===== config.mk =====
export PLATFORM = sky130hd
export DESIGN_NAME = lru_key_value_cache_unit
export DESIGN_NICKNAME = d
export VERILOG_FILES = /design/src/rtl/lkv_pkg.sv /design/src/rtl/lkv_ram.sv /design/src/rtl/lkv_ctrl.sv /design/src/rtl/lkv_datapath.sv /design/src/rtl/lru_key_value_cache_unit.sv
export SDC_FILE = /design/constraint.sdc
export NUM_CORES = 2
export LEC_CHECK = 0
export BUFFER_PORTS_ARGS = -buffer_cell sky130_fd_sc_hd__buf_2
export CORE_MARGIN = 8
export CORE_UTILIZATION = 29
export DETAILED_ROUTE_END_ITERATION = 10
export GPL_TIMING_DRIVEN = 0
export SLEW_MARGIN = 20
export SYNTH_ARGS = -nofsm -noshare
export SYNTH_HDL_FRONTEND = slang
export SYNTH_SLANG_ARGS = --single-unit

===== constraint.sdc =====
create_clock -name clk -period 7.15 [get_ports clk]
set_input_delay 0.715 -clock clk [delete_from_list [all_inputs] [get_ports clk]]
set_output_delay 0.715 -clock clk [all_outputs]
set_load 0.05 [all_outputs]

===== src/rtl/lkv_pkg.sv =====
// ----------------------------------------------------------------------------
// lkv_pkg
// Shared types and codes for the LRU key-value cache: operation codes,
// controller states and the command/status structs between controller
// and datapath.
// ----------------------------------------------------------------------------
package lkv_pkg;

  localparam logic FUNC_GET = 1'b0;
  localparam logic FUNC_PUT = 1'b1;

  localparam int unsigned CAP_W     = 5;
  localparam logic [CAP_W-1:0] CAP_RESET = 5'd16;

  typedef enum logic [1:0] {
    ST_IDLE,
    ST_LOOKUP,
    ST_UPDATE
  } lkv_state_t;

  typedef struct packed {
    logic load;    // capture the accepted request
    logic lookup;  // parallel key compare, victim and free slot search
    logic commit;  // rank update, writeback and result load
  } lkv_cmd_t;

  typedef struct packed {
    logic out_free;  // result register empty or being drained
  } lkv_status_t;

endpackage


===== src/rtl/lkv_ram.sv =====
// ----------------------------------------------------------------------------
// lkv_ram
// Generic single-write, single-read RAM with registered read data.
// ----------------------------------------------------------------------------
module lkv_ram #(
  parameter int unsigned WIDTH = 32,
  parameter int unsigned DEPTH = 16,
  parameter int unsigned ADDR_W = (DEPTH > 1) ? $clog2(DEPTH) : 1
) (
  input  logic              clk,
  input  logic              we,
  input  logic [ADDR_W-1:0] waddr,
  input  logic [WIDTH-1:0]  wdata,
  input  logic              re,
  input  logic [ADDR_W-1:0] raddr,
  output logic [WIDTH-1:0]  rdata
);

  logic [WIDTH-1:0] mem [DEPTH];

  always_ff @(posedge clk) begin
    if (we) begin
      mem[waddr] <= wdata;
    end
    if (re) begin
      rdata <= mem[raddr];
    end
  end

endmodule


===== src/rtl/lkv_ctrl.sv =====
// ----------------------------------------------------------------------------
// lkv_ctrl
// Request sequencer: accept, lookup, then update and result load. A new
// request is taken in the update cycle when the result register is free.
// ----------------------------------------------------------------------------
module lkv_ctrl (
  input  logic                clk,
  input  logic                rst,
  input  logic                s_tvalid,
  output logic                s_tready,
  input  lkv_pkg::lkv_status_t status,
  output lkv_pkg::lkv_cmd_t    cmd
);
  import lkv_pkg::*;

  lkv_state_t state;
  lkv_state_t state_next;

  always_ff @(posedge clk) begin
    if (rst) begin
      state <= ST_IDLE;
    end else begin
      state <= state_next;
    end
  end

  always_comb begin
    state_next = state;
    unique case (state)
      ST_IDLE: begin
        if (s_tvalid) state_next = ST_LOOKUP;
      end
      ST_LOOKUP: begin
        state_next = ST_UPDATE;
      end
      ST_UPDATE: begin
        if (status.out_free) state_next = s_tvalid ? ST_LOOKUP : ST_IDLE;
      end
      default: begin
        state_next = ST_IDLE;
      end
    endcase
  end

  always_comb begin
    s_tready   = 1'b0;
    cmd        = '0;
    unique case (state)
      ST_IDLE: begin
        s_tready = 1'b1;
      end
      ST_LOOKUP: begin
        cmd.lookup = 1'b1;
      end
      ST_UPDATE: begin
        s_tready   = status.out_free;
        cmd.commit = status.out_free;
      end
      default: begin
        s_tready = 1'b0;
      end
    endcase
    cmd.load = s_tvalid && s_tready;
  end

  // a finished update always moves on
  assert property (@(posedge clk) disable iff (rst)
    cmd.commit |=> (state == ST_IDLE || state == ST_LOOKUP))
    else $error("update did not complete after commit");

endmodule


===== src/rtl/lkv_datapath.sv =====
// ----------------------------------------------------------------------------
// lkv_datapath
// Key CAM, valid bits, recency ranks, occupancy, capacity register, value
// RAM and result register of the LRU key-value cache.
// ----------------------------------------------------------------------------
module lkv_datapath #(
  parameter int unsigned MAX_ENTRIES = 16,
  parameter int unsigned KEY_WIDTH   = 32,
  parameter int unsigned VALUE_WIDTH = 32
) (
  input  logic                       clk,
  input  logic                       rst,
  input  lkv_pkg::lkv_cmd_t          cmd,
  output lkv_pkg::lkv_status_t       status,
  input  logic                       cfg_wr_en,
  input  logic [lkv_pkg::CAP_W-1:0]  cfg_wr_data,
  input  logic                       in_func,
  input  logic [KEY_WIDTH-1:0]       in_key,
  input  logic [VALUE_WIDTH-1:0]     in_value,
  output logic                       out_valid,
  input  logic                       out_ready,
  output logic                       out_hit,
  output logic [VALUE_WIDTH-1:0]     out_value
);
  import lkv_pkg::*;

  localparam int unsigned IDX_W = (MAX_ENTRIES > 1) ? $clog2(MAX_ENTRIES) : 1;
  localparam int unsigned CNT_W = $clog2(MAX_ENTRIES + 1);
  localparam int unsigned CMP_W = (CNT_W > CAP_W) ? CNT_W : CAP_W;

  // request registers
  logic                   req_put;
  logic [KEY_WIDTH-1:0]   req_key;
  logic [VALUE_WIDTH-1:0] req_value;

  // entry state
  logic [MAX_ENTRIES-1:0] valid;
  logic [KEY_WIDTH-1:0]   entry_key [MAX_ENTRIES];
  logic [IDX_W-1:0]       rank [MAX_ENTRIES];
  logic [CNT_W-1:0]       occupancy;
  logic [CAP_W-1:0]       capacity;

  // lookup results
  logic                   hit;
  logic                   evict;
  logic [IDX_W-1:0]       slot;
  logic [IDX_W-1:0]       touch_rank;
  logic [VALUE_WIDTH-1:0] ram_rdata;

  // lookup logic
  logic [MAX_ENTRIES-1:0] match;
  logic [MAX_ENTRIES-1:0] victim;
  logic [MAX_ENTRIES-1:0] free_oh;
  logic [IDX_W-1:0]       hit_idx;
  logic [IDX_W-1:0]       victim_idx;
  logic [IDX_W-1:0]       free_idx;
  logic [IDX_W-1:0]       hit_rank;
  logic [CNT_W-1:0]       occ_m1;
  logic [CMP_W-1:0]       cap_ext;
  logic [CMP_W-1:0]       cap_eff;
  logic                   lk_hit;
  logic                   lk_full;

  always_comb begin
    occ_m1  = occupancy - CNT_W'(1);
    cap_ext = CMP_W'(capacity);
    if (capacity == '0) begin
      cap_eff = CMP_W'(1);
    end else if (cap_ext > CMP_W'(MAX_ENTRIES)) begin
      cap_eff = CMP_W'(MAX_ENTRIES);
    end else begin
      cap_eff = cap_ext;
    end
    lk_full = CMP_W'(occupancy) >= cap_eff;
    free_oh = ~valid & (valid + MAX_ENTRIES'(1));
    hit_idx    = '0;
    victim_idx = '0;
    free_idx   = '0;
    hit_rank   = '0;
    for (int i = 0; i < MAX_ENTRIES; i++) begin
      match[i]  = valid[i] && (entry_key[i] == req_key);
      victim[i] = valid[i] && (rank[i] == occ_m1[IDX_W-1:0]);
      if (match[i]) begin
        hit_idx  = hit_idx | IDX_W'(i);
        hit_rank = hit_rank | rank[i];
      end
      if (victim[i]) victim_idx = victim_idx | IDX_W'(i);
      if (free_oh[i]) free_idx = free_idx | IDX_W'(i);
    end
    lk_hit = |match;
  end

  always_ff @(posedge clk) begin
    if (cmd.load) begin
      req_put   <= (in_func == FUNC_PUT);
      req_key   <= in_key;
      req_value <= in_value;
    end
    if (cmd.lookup) begin
      hit        <= lk_hit;
      evict      <= lk_full && !lk_hit;
      touch_rank <= hit_rank;
      if (lk_hit) begin
        slot <= hit_idx;
      end else if (lk_full) begin
        slot <= victim_idx;
      end else begin
        slot <= free_idx;
      end
    end
    if (cmd.commit && req_put && !hit) begin
      entry_key[slot] <= req_key;
    end
    if (cmd.commit) begin
      out_hit   <= hit;
      out_value <= (!req_put && hit) ? ram_rdata : '0;
    end
  end

  logic update_ranks;
  assign update_ranks = cmd.commit && (hit || req_put);

  always_ff @(posedge clk) begin
    if (rst) begin
      valid     <= '0;
      occupancy <= '0;
      capacity  <= CAP_RESET;
      out_valid <= 1'b0;
      for (int i = 0; i < MAX_ENTRIES; i++) begin
        rank[i] <= '0;
      end
    end else begin
      if (cfg_wr_en) capacity <= cfg_wr_data;
      if (update_ranks) begin
        for (int i = 0; i < MAX_ENTRIES; i++) begin
          if (IDX_W'(i) == slot) begin
            rank[i] <= '0;
          end else if (valid[i] && (!hit || rank[i] < touch_rank)) begin
            rank[i] <= rank[i] + IDX_W'(1);
          end
        end
      end
      if (cmd.commit && req_put && !hit) begin
        valid[slot] <= 1'b1;
        if (!evict) occupancy <= occupancy + CNT_W'(1);
      end
      if (cmd.commit) begin
        out_valid <= 1'b1;
      end else if (out_ready) begin
        out_valid <= 1'b0;
      end
    end
  end

  assign status.out_free = !out_valid || out_ready;

  lkv_ram #(
    .WIDTH (VALUE_WIDTH),
    .DEPTH (MAX_ENTRIES)
  ) u_value_ram (
    .clk   (clk),
    .we    (cmd.commit && req_put),
    .waddr (slot),
    .wdata (req_value),
    .re    (cmd.lookup),
    .raddr (hit_idx),
    .rdata (ram_rdata)
  );

  assert property (@(posedge clk) disable iff (rst)
    $countones(valid) == int'(occupancy))
    else $error("occupancy out of step with valid bits");

  assert property (@(posedge clk) disable iff (rst)
    cmd.lookup |-> $onehot0(match))
    else $error("duplicate key in cache");

  assert property (@(posedge clk) disable iff (rst)
    (cmd.lookup && lk_full && !lk_hit) |-> $onehot(victim))
    else $error("no unique LRU victim");

  assert property (@(posedge clk) disable iff (rst)
    cmd.commit |=> out_valid)
    else $error("result not loaded after commit");

endmodule


===== src/rtl/lru_key_value_cache_unit.sv =====
// ----------------------------------------------------------------------------
// lru_key_value_cache_unit
// Fully associative key-value cache with least-recently-used replacement.
// Gets return the stored value on a hit; puts update or insert, evicting
// the least recent entry once the configured capacity is reached.
//
//   channel  dir  handshake          payload
//   s_*      in   s_tvalid/s_tready  tuser: func; tdata: lookup_key, write_value
//   m_*      out  m_tvalid/m_tready  tuser: hit;  tdata: read_value
//   cfg_*    in   cfg_wr_en          cfg_wr_data: capacity
//
// Each request passes a parallel key compare step, then a rank update and
// writeback step that also loads the result register. A new request is
// accepted in the update step of the previous one when the result register
// is free.
// Reset clears valid bits, ranks and occupancy; no sweep.
// With m_tready low the result holds and the next request stalls in update.
// ----------------------------------------------------------------------------
module lru_key_value_cache_unit #(
  parameter int unsigned MAX_ENTRIES = 16,
  parameter int unsigned KEY_WIDTH   = 32,
  parameter int unsigned VALUE_WIDTH = 32,
  localparam int unsigned S_DATA_W   = ((KEY_WIDTH + VALUE_WIDTH + 7) / 8) * 8,
  localparam int unsigned M_DATA_W   = ((VALUE_WIDTH + 7) / 8) * 8
) (
  input  logic                      clk,
  input  logic                      rst,
  input  logic                      s_tvalid,
  output logic                      s_tready,
  input  logic [S_DATA_W-1:0]       s_tdata,   // lookup_key, write_value
  input  logic                      s_tuser,   // func
  output logic                      m_tvalid,
  input  logic                      m_tready,
  output logic [M_DATA_W-1:0]       m_tdata,   // read_value
  output logic                      m_tuser,   // hit
  input  logic                      cfg_wr_en,
  input  logic [lkv_pkg::CAP_W-1:0] cfg_wr_data
);
  import lkv_pkg::*;

  lkv_cmd_t               cmd;
  lkv_status_t            status;
  logic [VALUE_WIDTH-1:0] read_value;

  lkv_ctrl u_ctrl (
    .clk      (clk),
    .rst      (rst),
    .s_tvalid (s_tvalid),
    .s_tready (s_tready),
    .status   (status),
    .cmd      (cmd)
  );

  lkv_datapath #(
    .MAX_ENTRIES (MAX_ENTRIES),
    .KEY_WIDTH   (KEY_WIDTH),
    .VALUE_WIDTH (VALUE_WIDTH)
  ) u_datapath (
    .clk         (clk),
    .rst         (rst),
    .cmd         (cmd),
    .status      (status),
    .cfg_wr_en   (cfg_wr_en),
    .cfg_wr_data (cfg_wr_data),
    .in_func     (s_tuser),
    .in_key      (s_tdata[KEY_WIDTH-1:0]),
    .in_value    (s_tdata[KEY_WIDTH +: VALUE_WIDTH]),
    .out_valid   (m_tvalid),
    .out_ready   (m_tready),
    .out_hit     (m_tuser),
    .out_value   (read_value)
  );

  assign m_tdata = M_DATA_W'(read_value);

endmodule


==> impl_metrics.json <==
{
  "synth_cells": 3356,
  "cts_root_buf": "clkbuf_16",
  "dp_hpwl_mm": 101.6,
  "htreeDepth": 4,
  "cp_max_fo": 17,
  "critical_path_class": "reg -> reg",
  "yosys.cell_types.count": 56,
  "start_kind": "flip-flop",
  "hold_buffers": 0,
  "ff_latch_area_mm2": 0.03746,
  "power_density_mw_per_mm2": 249.9,
  "final_net_count": 3801,
  "rows": 157,
  "fin_crit_ns": 6.121,
  "synthArstFlopShare_pct": 0,
  "drc": 0,
  "synth_edf_count": 1228,
  "p_leak_nw": 21.81,
  "routed_via_density": 4.815,
  "worst_slack_ns": 1.029,
  "numPortBuffers": 107,
  "setup_viol": 0,
  "first_iter_violations": 2954,
  "syn_to_final_growth_pct": 17.71,
  "yosys_warnings": 0,
  "boundaryPins": 110,
  "die_area_mm2": 0.1985,
  "cts_tree": "done",
  "drv_slew": 0,
  "crit_required_ns": 7.63,
  "vias": 29976,
  "seq_area_frac_synth_pct": 69.99,
  "cts_buffers": 132,
  "multi_input_area_mm2": 0.01503,
  "tightest_slew_ns": 1.245,
  "fmax_ghz": 0.1634,
  "relSlewSlack_pct": 17.00,
  "grt_overflow": 0,
  "die_h_um": 445.6,
  "clkTransAtPathRegs_ns": 0.06,
  "synth.area.top_cells": "edfxtp_1 69%, xor2_1 5.7%, xnor2_1 4.2%, mux2i_1 3.7%, ha_1 1.7%",
  "clk_path_buf_depth": 3,
  "critical_path_arrival_ns": 6.60,
  "grt_pass1_vias": 29317,
  "end_kind": "flip-flop",
  "period_share_pct": 85.60,
  "firstDrtPassIters": 8,
  "start_util_pct": 29.20,
  "pre_cts_ws_ns": 0.9550,
  "antenna_found_initial": 3,
  "place_congestion": 0.9133,
  "synthDominantCellAreaShare_pct": 68.91,
  "grtUsageTotal_pct": 14.71,
  "routed_wl_mm": 150.9,
  "cts_resized": 0,
  "maxCapViolCount": 0,
  "grt_pass1_wl_mm": 213.1,
  "syn_area_per_cell_um2": 15.95,
  "status": "finished, final reports clean",
  "cts.sinks": 1257,
  "fp.coreArea_mm2": 0.1833,
  "timing.clock.skew_ns": 0.02230,
  "utilization_pct": 34.37,
  "syn_nets": 3502,
  "finalHoldViolCount": 0,
  "min_path_type": "in -> reg",
  "postCtsSetupRepairBufs": 0,
  "ant_nets": 0,
  "rsz0062_at_grt": "no",
  "n_fill_cell": 17418,
  "clkLatencyLatePin_ns": 0.76,
  "ir_drop_v": 0.0002058,
  "yosysTopAreaCell": "edfxtp_1",
  "die_x_um": 445.6,
  "grt_max_degree": 41,
  "wl_per_cell_um": 24.24,
  "ys_ff_latch": 1257,
  "syn_area_mm2": 0.05351,
  "drive_gt1_share_pct": 15.74,
  "power_mw": 15.74,
  "ys.flop_type": "edfxtp_1"
}
==> stage by stage <==
step / instance area (µm²) / TNS, ns / hold WS (ns) / std cells
after global routing: 62990 / 0 / 0.09346 / 6225
after detailed placement: 58680 / 0 / 0.4339 / 5983
after global placement: 57130 / -1252.01 / 0.4330 / 5927
after floorplan: 53510 / 0 / 0.4244 / 3356
after CTS: 62940 / 0 / 0.05366 / 6223
final: 62990 / 0 / 0.1210 / 6226
==> path summary, 6_finish.rpt <==
kind                                                 startpoint                                          to  slack [ns]  cells past startpoint
worst max register to register  u_datapath.req_key[1]$_DFFE_PP_  u_datapath.u_value_ram.rdata[28]$_DFFE_PN_        1.03                     14
worst max-delay path            u_datapath.req_key[1]$_DFFE_PP_  u_datapath.u_value_ram.rdata[28]$_DFFE_PN_        1.03                     14
worst min register to register         u_datapath.hit$_DFFE_PN_                u_datapath.out_hit$_DFFE_PP_        0.45                      0
worst min-delay path                                s_tdata[13]            u_datapath.req_key[13]$_DFFE_PP_        0.12                      1
==> flip-flops by register name, summed over array words and instances (netlist names), 16 cells and up <==
name and flops:
u_datapath.entry_key 512, u_datapath.u_value_ram.mem 512, u_datapath.rank 64, u_datapath.out_value 32, u_datapath.req_key 32, u_datapath.req_value 32, u_datapath.u_value_ram.rdata 32, u_datapath.valid 16
==> metal layers <==
layer / part of all wire (%) / wire length, µm / up-vias / GRT usage (%)
li1: - / - / 13294 / -
met1: 43 / 64730 / 15222 / 19.80
met2: 47 / 71670 / 1220 / 24.57
met3: 6.8 / 10230 / 240 / 2.155
met4: 2.8 / 4288 / 0 / 4.599
met5: 0 / 0 / - / 0
==> cells by family (layout without fill, tap and decap cells) <==
logic type                 count (synthesis)  after routing  share of synthesized area [%]
and+or+nand+nor                          658            658                          6.678
adders and majority gates                 71             71                          1.660
buffers and inverters                    194            599                          2.511
AOI/OAI and AO/OA                        308            308                          4.045
muxes                                    260            260                          5.146
DFF                                     1257           1257                          69.99
xor gates and xnor gates                 608            608                          9.965
other                                      0              1                              0
==> cells in the final DEF, fill, tap and decap left out, drive strengths merged, types with 20 or more instances in the layout <==
master / n
a21o: 20
nand4: 91
xnor2: 259
nand2: 32
xor2: 349
nand3: 85
nor2b: 87
a21oi: 55
o21ai: 25
ha: 71
nor2: 160
nand2b: 38
and2: 34
o22ai: 32
dfxtp: 29
buf: 290
nor3: 29
inv: 36
a211o: 32
a211oi: 100
clkinv: 51
clkbuf: 203
mux2i: 196
nor4: 87
edfxtp: 1228
mux2: 64
==> cell type report <==
| type | instances | share of cell area, % |
|---|---|---|
| clock inverters | 80 | 1.285 |
| plain buffers | 168 | 1.980 |
| flip-flops and latches | 1257 | 59.46 |
| inverters | 26 | 0.1549 |
| multi-input cells | 1905 | 23.86 |
| clock buffers | 160 | 5.478 |
| diodes | 1 | 0.003973 |
| well taps | 2464 | 4.894 |
| repair buffers | 165 | 2.880 |
==> cells in the mapped netlist, types with 19 or more instances <==
master	instances
mux2i_1	196
nor3_1	25
o22ai_1	32
buf_2	24
buf_6	49
a21o_1	20
nand2b_1	38
clkbuf_1	40
nand3_1	83
nand4_1	91
a21oi_1	55
buf_4	43
a211oi_1	100
and2_1	33
dfxtp_1	29
nand2_1	32
edfxtp_1	1228
xnor2_1	259
xor2_1	348
nor4_1	84
nor2_1	159
mux2_2	39
mux2_4	19
inv_1	26
a211o_1	32
o21ai_0	25
nor2b_1	87
ha_1	71
==> where the power goes <==
group          total, mW  internal [mW]  switching (mW)  leakage, nW
combinational      0.583          0.213           0.370         8.32
sequential          8.31           8.15           0.161         11.4
clock               6.85           3.96            2.88         2.06
==> critical path, stage by stage (launching register included) <==
cell and delay (ns):
edfxtp_1 1.13, buf_4 0.38, buf_6 0.26, xnor2_1 0.15, nand4_1 0.30, nor4_1 0.80
nand4_1 0.29, nor4_4 0.67, or2_2 0.24, a2111o_2 0.31, buf_6 0.25, buf_6 0.19
buf_2 0.29, a211oi_1 0.13, a211o_1 0.37
Note: power is estimated with default switching activity, not from simulation.
